**config.mk**
```make
export PLATFORM = sky130hd
export DESIGN_NAME = sorted_unique_pair_set_core
export DESIGN_NICKNAME = d
export VERILOG_FILES = /design/src/hdl/supset_pkg.sv /design/src/hdl/supset_cell.sv /design/src/hdl/sorted_unique_pair_set_core.sv
export SDC_FILE = /design/constraint.sdc
export NUM_CORES = 2
export LEC_CHECK = 0
export BUFFER_PORTS_ARGS = -buffer_cell sky130_fd_sc_hd__buf_2
export CORE_MARGIN = 3
export CORE_UTILIZATION = 40
export CTS_CLUSTER_DIAMETER = 150
export DETAILED_ROUTE_END_ITERATION = 12
export MAX_ROUTING_LAYER = met4
export PLACE_DENSITY = 0.59
export SYNTH_ARGS = -nofsm -noshare
export SYNTH_HDL_FRONTEND = slang
export SYNTH_SLANG_ARGS = --single-unit
```
**constraint.sdc**
```tcl
create_clock -name i_clk -period 8.7 [get_ports i_clk]
set_clock_uncertainty 0.05 [all_clocks]
set_input_delay 2.61 -clock i_clk [delete_from_list [all_inputs] [get_ports i_clk]]
set_output_delay 2.61 -clock i_clk [all_outputs]
set_load 0.03 [all_outputs]
```
**src/hdl/supset_pkg.sv**
```systemverilog
// Shared types and codes for the sorted unique pair set.
`default_nettype none
package supset_pkg;

    // Function codes
    localparam logic [1:0] FUNC_INSERT = 2'd0;
    localparam logic [1:0] FUNC_READ   = 2'd1;
    localparam logic [1:0] FUNC_CLEAR  = 2'd2;

    // One stored pair
    typedef struct packed {
        logic [7:0]  mask;
        logic [31:0] rel;
    } t_pair;

    // Input item
    typedef struct packed {
        logic [1:0]  func;
        logic [7:0]  insert_mask;
        logic [31:0] insert_rel;
        logic [3:0]  read_index;
    } t_cmd;

    // Result item
    typedef struct packed {
        logic        already_present;
        logic        overflow;
        logic        entry_valid;
        logic [7:0]  entry_mask;
        logic [31:0] entry_rel;
        logic [4:0]  count;
    } t_result;

    // Per-cell status toward the top level
    typedef struct packed {
        logic after;   // slot lies at or past the insert position
        logic match;   // occupied slot equals the new pair
    } t_cell_stat;

endpackage
`default_nettype wire

```
**src/hdl/supset_cell.sv**
```systemverilog
// One slot of the sorted chain: compare against the new pair and shift on insert.
`default_nettype none
module supset_cell
    import supset_pkg::*;
(
    input  wire logic       i_clk,
    input  wire logic       i_occ,
    input  wire logic       i_ins,
    input  wire t_pair      i_new,
    input  wire t_pair      i_prev,
    input  wire logic       i_prev_after,
    output t_pair           o_pair,
    output t_cell_stat      o_stat
);

    t_pair r_pair;
    t_pair n_pair;
    logic  stored_after;
    logic  stored_eq;

    // Order: rel descending, then mask ascending
    assign stored_after = (r_pair.rel < i_new.rel) ||
                          ((r_pair.rel == i_new.rel) && (r_pair.mask > i_new.mask));
    assign stored_eq    = (r_pair == i_new);

    assign o_stat.after = !i_occ || stored_after;
    assign o_stat.match = i_occ && stored_eq;
    assign o_pair       = r_pair;

    // Shift from the neighbor below the insert point, drop the new pair at it
    always_comb begin
        n_pair = r_pair;
        if (i_ins && o_stat.after) begin
            n_pair = i_prev_after ? i_prev : i_new;
        end
    end

    always_ff @(posedge i_clk) begin
        r_pair <= n_pair;
    end

endmodule
`default_nettype wire

```
**src/hdl/sorted_unique_pair_set_core.sv**
```systemverilog
// Top level of the sorted unique pair set: cell chain, count and result register.
// A bounded set of (mask, rel) pairs kept in order of rel descending, then mask
// ascending, with no duplicates. Each command (insert, read, clear) is accepted
// when i_start is high and o_busy is low, and its result appears on o_result for
// exactly one cycle with o_done high, in the cycle after acceptance. o_busy is
// never raised, so a command may be issued every cycle; this rate holds because
// the row of slot cells compares against the new pair and shifts in parallel. The
// receiver must take each result when it is shown. Inserting into a full set
// drops the pair and flags overflow; a pair already present is reported as such
// even when the set is full.
`default_nettype none
module sorted_unique_pair_set_core
    import supset_pkg::*;
#(
    parameter int CAPACITY = 16
) (
    input  wire logic    i_clk,
    input  wire logic    i_rst_n,
    input  wire logic    i_start,
    input  wire t_cmd    i_cmd,
    output logic         o_busy,
    output logic         o_done,
    output t_result      o_result
);

    localparam int CW = $clog2(CAPACITY + 1);
    localparam int IW = $clog2(CAPACITY);

    logic [CW-1:0]       r_count;
    logic [CW-1:0]       n_count;
    logic                r_done;
    t_result             r_result;
    t_result             n_result;

    logic                accept;
    logic                found;
    logic                full;
    logic                do_ins;
    t_pair               new_pair;
    t_pair               cell_pair  [CAPACITY];
    t_cell_stat          cell_stat  [CAPACITY];
    logic [CAPACITY-1:0] match_vec;
    logic [IW-1:0]       rd_sel;
    logic                rd_ok;
    logic [31:0]         count_wide;

    assign accept   = i_start && !o_busy;
    assign o_busy   = 1'b0;
    assign new_pair = '{mask: i_cmd.insert_mask, rel: i_cmd.insert_rel};
    assign full     = (r_count >= CW'(CAPACITY));
    assign found    = |match_vec;
    assign do_ins   = accept && (i_cmd.func == FUNC_INSERT) && !found && !full;

    // Chain of slot cells
    for (genvar g = 0; g < CAPACITY; g++) begin : g_cell
        logic occ;
        assign occ = (CW'(g) < r_count);
        if (g == 0) begin : g_head
            supset_cell u_cell (
                .i_clk        (i_clk),
                .i_occ        (occ),
                .i_ins        (do_ins),
                .i_new        (new_pair),
                .i_prev       (new_pair),
                .i_prev_after (1'b0),
                .o_pair       (cell_pair[g]),
                .o_stat       (cell_stat[g])
            );
        end else begin : g_body
            supset_cell u_cell (
                .i_clk        (i_clk),
                .i_occ        (occ),
                .i_ins        (do_ins),
                .i_new        (new_pair),
                .i_prev       (cell_pair[g-1]),
                .i_prev_after (cell_stat[g-1].after),
                .o_pair       (cell_pair[g]),
                .o_stat       (cell_stat[g])
            );
        end
        assign match_vec[g] = cell_stat[g].match;
    end

    // Read select
    assign rd_sel = IW'(i_cmd.read_index);
    assign rd_ok  = ({28'd0, i_cmd.read_index} < 32'(CAPACITY)) &&
                    ((CW + 4)'(i_cmd.read_index) < (CW + 4)'(r_count));

    // Next count and result fields
    always_comb begin
        n_count  = r_count;
        n_result = '0;
        if (accept) begin
            case (i_cmd.func)
                FUNC_INSERT: begin
                    if (found) begin
                        n_result.already_present = 1'b1;
                    end else if (full) begin
                        n_result.overflow = 1'b1;
                    end else begin
                        n_count = r_count + CW'(1);
                    end
                end
                FUNC_READ: begin
                    if (rd_ok) begin
                        n_result.entry_valid = 1'b1;
                        n_result.entry_mask  = cell_pair[rd_sel].mask;
                        n_result.entry_rel   = cell_pair[rd_sel].rel;
                    end
                end
                FUNC_CLEAR: begin
                    n_count = '0;
                end
                default: begin
                end
            endcase
        end
        count_wide     = 32'(n_count);
        n_result.count = count_wide[4:0];
    end

    // Count, strobe and result register
    always_ff @(posedge i_clk) begin
        if (!i_rst_n) begin
            r_count <= '0;
            r_done  <= 1'b0;
        end else begin
            r_count <= n_count;
            r_done  <= accept;
        end
        r_result <= n_result;
    end

    assign o_done   = r_done;
    assign o_result = r_result;

    // Checks
    a_count_bound: assert property (@(posedge i_clk) disable iff (!i_rst_n)
        r_count <= CW'(CAPACITY))
        else $error("entry count above capacity");

    a_done_follows_start: assert property (@(posedge i_clk) disable iff (!i_rst_n)
        (i_start && !o_busy) |=> o_done)
        else $error("result strobe missing after accepted command");

    a_flags_exclusive: assert property (@(posedge i_clk) disable iff (!i_rst_n)
        o_done |-> !(o_result.already_present && o_result.overflow))
        else $error("present and overflow raised together");

    a_overflow_full: assert property (@(posedge i_clk) disable iff (!i_rst_n)
        (o_done && o_result.overflow) |-> (r_count == CW'(CAPACITY)))
        else $error("overflow reported while set not full");

endmodule
`default_nettype wire

```
==> results.toml <==
[cells_and_area]
design.final.nets = 4199
layout-drive-gt1-share_pct = 30.9
syn2layout_area_growth_pct = 11.8
instances_no_fill = 5106

[setup_path]
r2r_slack_ns = 3.93
worst_setup_path_start_kind = "primary input"
worst-endpoint-arrival_ns = 7.37
timing.setup.critical_path_class = "primary input to flop"
end_kind = "flop"
critPathCapture = "g_cell[5].g_body.u_cell.o_pair[14]"
path_cells = "buf_2 > inv_1 > ha_1 > nand4_1 > nor4_1 > o211ai_1 > a31oi_4 > buf_4 > mux2_2"
critPathSlowestCell = "sky130_fd_sc_hd__nor4_1"
crit_path_start = "i_cmd[35]"
critical_path_buf_inv_count = 3
critical-path-max-stage-delay_ns = 1.12
cp.depth = 9
worstPathRequired_ns = 9.04
r2r-end = "g_cell[9].g_body.u_cell.o_pair[25]"
r2r.worst_path.cells = 9
cp_top_family = "simple AND/OR/NAND/NOR gates"
path_max_fanout = 19
reg2reg_from = "g_cell[9].g_body.u_cell.o_pair[31]"

[sta]
slew_at_the_pin_closest_to_its_max_slew_limit_ns = 1.30
holdWs_ns = 0.556
fmax_ghz = 0.142
setup-tns-final_ns = 0
relSlewSlack_pct = 12.7
post-route-period-util_pct = 80.8
finalWorstPathRequiredPeriod_ns = 7.03
final-max-slew-violation-count = 0
setup_viol = 0
rsz_0062_raised_after_global_routing = "no"
finalHoldViolations = 0

[detailed_routing]
drt-initial-drc-count = 3878
post_drt_wl_per_cell_um = 35.1
drt_drc_violations_left = 0
post_detailed_route_count_of_antenna_violating_nets = 0
dr.pass1.iters = 6
vias = 32900
routed-wl-met3_um = 13900
post_drt_via_cell_ratio = 6.44
top_layer = "met4"
postRouteWirelength_um = 179000
met2_length_um = 82500
sum_of_routed_wire_segments_on_met1_um = 75000

[status]
run_status = "finished clean"

[clock_tree]
clkSlewWorstSetupHoldPaths_ns = 0.06
clockRootBuffer = "sky130_fd_sc_hd__clkbuf_16"
numClockSinks = 694
tritoncts = "done"
maximum_count_of_clock_buffers_along_a_single_path = 3
cts_hold_buf = 0
cts_buffers = 84
clk_latency_ns = 0.67
quantity_of_gates_resized_following_cts = 0
cts_max_level = 3
cts_setup_buffers = 0

[synth]
ys_ff_latch = 694
synth_enable_flop_cells = 640
synth_fp_nets = 4101
sequential_area_share_after_synthesis_pct = 43.1
synth_commonest_cells = "sky130_fd_sc_hd__ha_1 (644), sky130_fd_sc_hd__edfxtp_1 (640), sky130_fd_sc_hd__mux2_2 (521)"
syn_avg_cell_area_um2 = 13.8
ys.flop_type = "sky130_fd_sc_hd__edfxtp_1"
synth.most_common_cell = "sky130_fd_sc_hd__ha_1"
postSynthCellCount = 3408
synth.top_cells.by_area = "sky130_fd_sc_hd__edfxtp_1 (41%), sky130_fd_sc_hd__ha_1 (17%), sky130_fd_sc_hd__mux2_2 (12%)"
synth-warning-count = 0
netlist_area_um2 = 47100
synth-async-reset-ratio_pct = 0
synth_cell_types = 72
post-synth-top-area-cell = "sky130_fd_sc_hd__edfxtp_1"
synth.top_cell.area_share_pct = 40.8

[pwr]
pwr_density_cell_nw_per_um2 = 164
power_frac_comb_pct = 12.2
netSwitchingPower_mw = 2.24
internal_power_mw = 6.37
worst_ir_drop_vdd_mv = 0.140
switching_part_of_the_total_power_pct = 26.0
clock_power_share_pct = 43.6
p_seq_share_pct = 44.2
power_leakage_nw = 20.6
final_total_pwr_mw = 8.61

[global_route]
global_route_congestion_overflow_total = 0
grt.total_usage_pct = 30.0
vias_in_the_first_global_route = 32600
grt_first_pass_wirelength_um = 253000
grt_max_degree = 71
antenna_found_initial = 5

[floorplan]
io_pins = 99
die_area_um2 = 122000
fp.coreArea_um2 = 117000
floorplan.die.height_um = 349
floorplan.die.width_um = 349
std_cell_rows = 125
floorplan.initialDensity_pct = 40.4

[placed_design]
placed_cells = 4944
port_buffers = 97
weighted_congestion_reported_at_the_end_of_routability_driven_placement = 0.955
dp_hpwl_um = 125000

[flow_run]
maxCapViolCount = 0

[hold_path]
hold-path-cell-count = 1
hold_path_class = "flop to flop"
[state kept, by name (all words and copies together) (netlist names)]
name                         cells
g_cell.g_body.u_cell.o_pair    600
g_cell.g_head.u_cell.o_pair     40
o_done                           1
o_result                        48
r_count                          5
[per-layer routing]
| layer | vias up | global-route usage [%] |
|---|---|---|
| li1 | 13900 | - |
| met1 | 17000 | 39.7 |
| met2 | 1596 | 46.4 |
| met3 | 359 | 4.81 |
| met4 | 0 | 11.4 |
| met5 | - | - |
[worst reg2reg max path, cell delays in order (launching register included)]
cell	delay, ns
sky130_fd_sc_hd__edfxtp_1	0.47
sky130_fd_sc_hd__ha_1	0.38
sky130_fd_sc_hd__nand4_1	0.25
sky130_fd_sc_hd__nor4_1	0.77
sky130_fd_sc_hd__buf_4	0.26
sky130_fd_sc_hd__nand4_1	0.12
sky130_fd_sc_hd__o31ai_1	0.63
sky130_fd_sc_hd__a31oi_4	0.08
sky130_fd_sc_hd__nor2_4	0.68
sky130_fd_sc_hd__buf_4	0.66
[layout by cell type (no fill, tap or decap), types with 89 or more instances in the layout]
master                     instances
sky130_fd_sc_hd__mux2_2          521
sky130_fd_sc_hd__mux4_2          200
sky130_fd_sc_hd__nor2b_1          89
sky130_fd_sc_hd__a21o_1          183
sky130_fd_sc_hd__a21oi_1         156
sky130_fd_sc_hd__o21ai_0          95
sky130_fd_sc_hd__nand4_1         155
sky130_fd_sc_hd__edfxtp_1        640
sky130_fd_sc_hd__buf_2            94
sky130_fd_sc_hd__ha_1            644
[metrics by stage]
stage	setup slack, ns	area (µm²)	utilization (%)
floorplan	1.47	47100	-
global placement	0.562	49700	42.7
detailed placement	1.10	49700	42.7
CTS	1.81	52600	45.1
global route	1.65	52600	45.2
finish	1.67	52600	45.2
[kinds of logic after synthesis]
family	synth area share, %
AND/OR/NAND/NOR	5.72
multiplexers	24.2
other	0.00796
adder cells (fa/ha/maj)	17.1
buffers and inverters	2.10
flip-flops	43.1
AO/OA/AOI/OAI	7.71
[area by class of cell]
type	instances	area [µm²]
Clock buffer	113	2400
Timing Repair Buffer	167	1140
Antenna cell	7	17.5
Fill cell	10300	63900
Inverter	86	323
Sequential cell	694	20300
Multi-Input combinational cell	2473	26000
Tap cell	1524	1910
Clock inverter	42	482
[power by group through the flow]
stage / Combinational [mW] / Sequential (mW) / Clock [mW]
4_1_cts: 1.04 / 3.81 / 3.80
2_1_floorplan: 0.649 / 3.84 / 0
3_5_place_dp: 1.03 / 3.88 / 0
3_3_place_gp: 1.02 / 3.88 / 0
5_1_grt: 1.13 / 3.81 / 3.92
6_report: 1.05 / 3.81 / 3.75
[how the worst min path moves through the flow]
| stage | to | from | slack (ns) |
|---|---|---|---|
| final | g_cell[14].g_body.u_cell.o_pair[0] | g_cell[13].g_body.u_cell.o_pair[0] | 0.56 |
| after global routing | g_cell[14].g_body.u_cell.o_pair[0] | g_cell[13].g_body.u_cell.o_pair[0] | 0.58 |
| after floorplan | r_count[0] | r_count[0] | 0.51 |
| after CTS | g_cell[4].g_body.u_cell.o_pair[2] | g_cell[3].g_body.u_cell.o_pair[2] | 0.55 |
| after detailed placement | g_cell[4].g_body.u_cell.o_pair[2] | g_cell[3].g_body.u_cell.o_pair[2] | 0.54 |
| after global placement | g_cell[4].g_body.u_cell.o_pair[2] | g_cell[3].g_body.u_cell.o_pair[2] | 0.53 |
(Power assumes the default switching activity.)
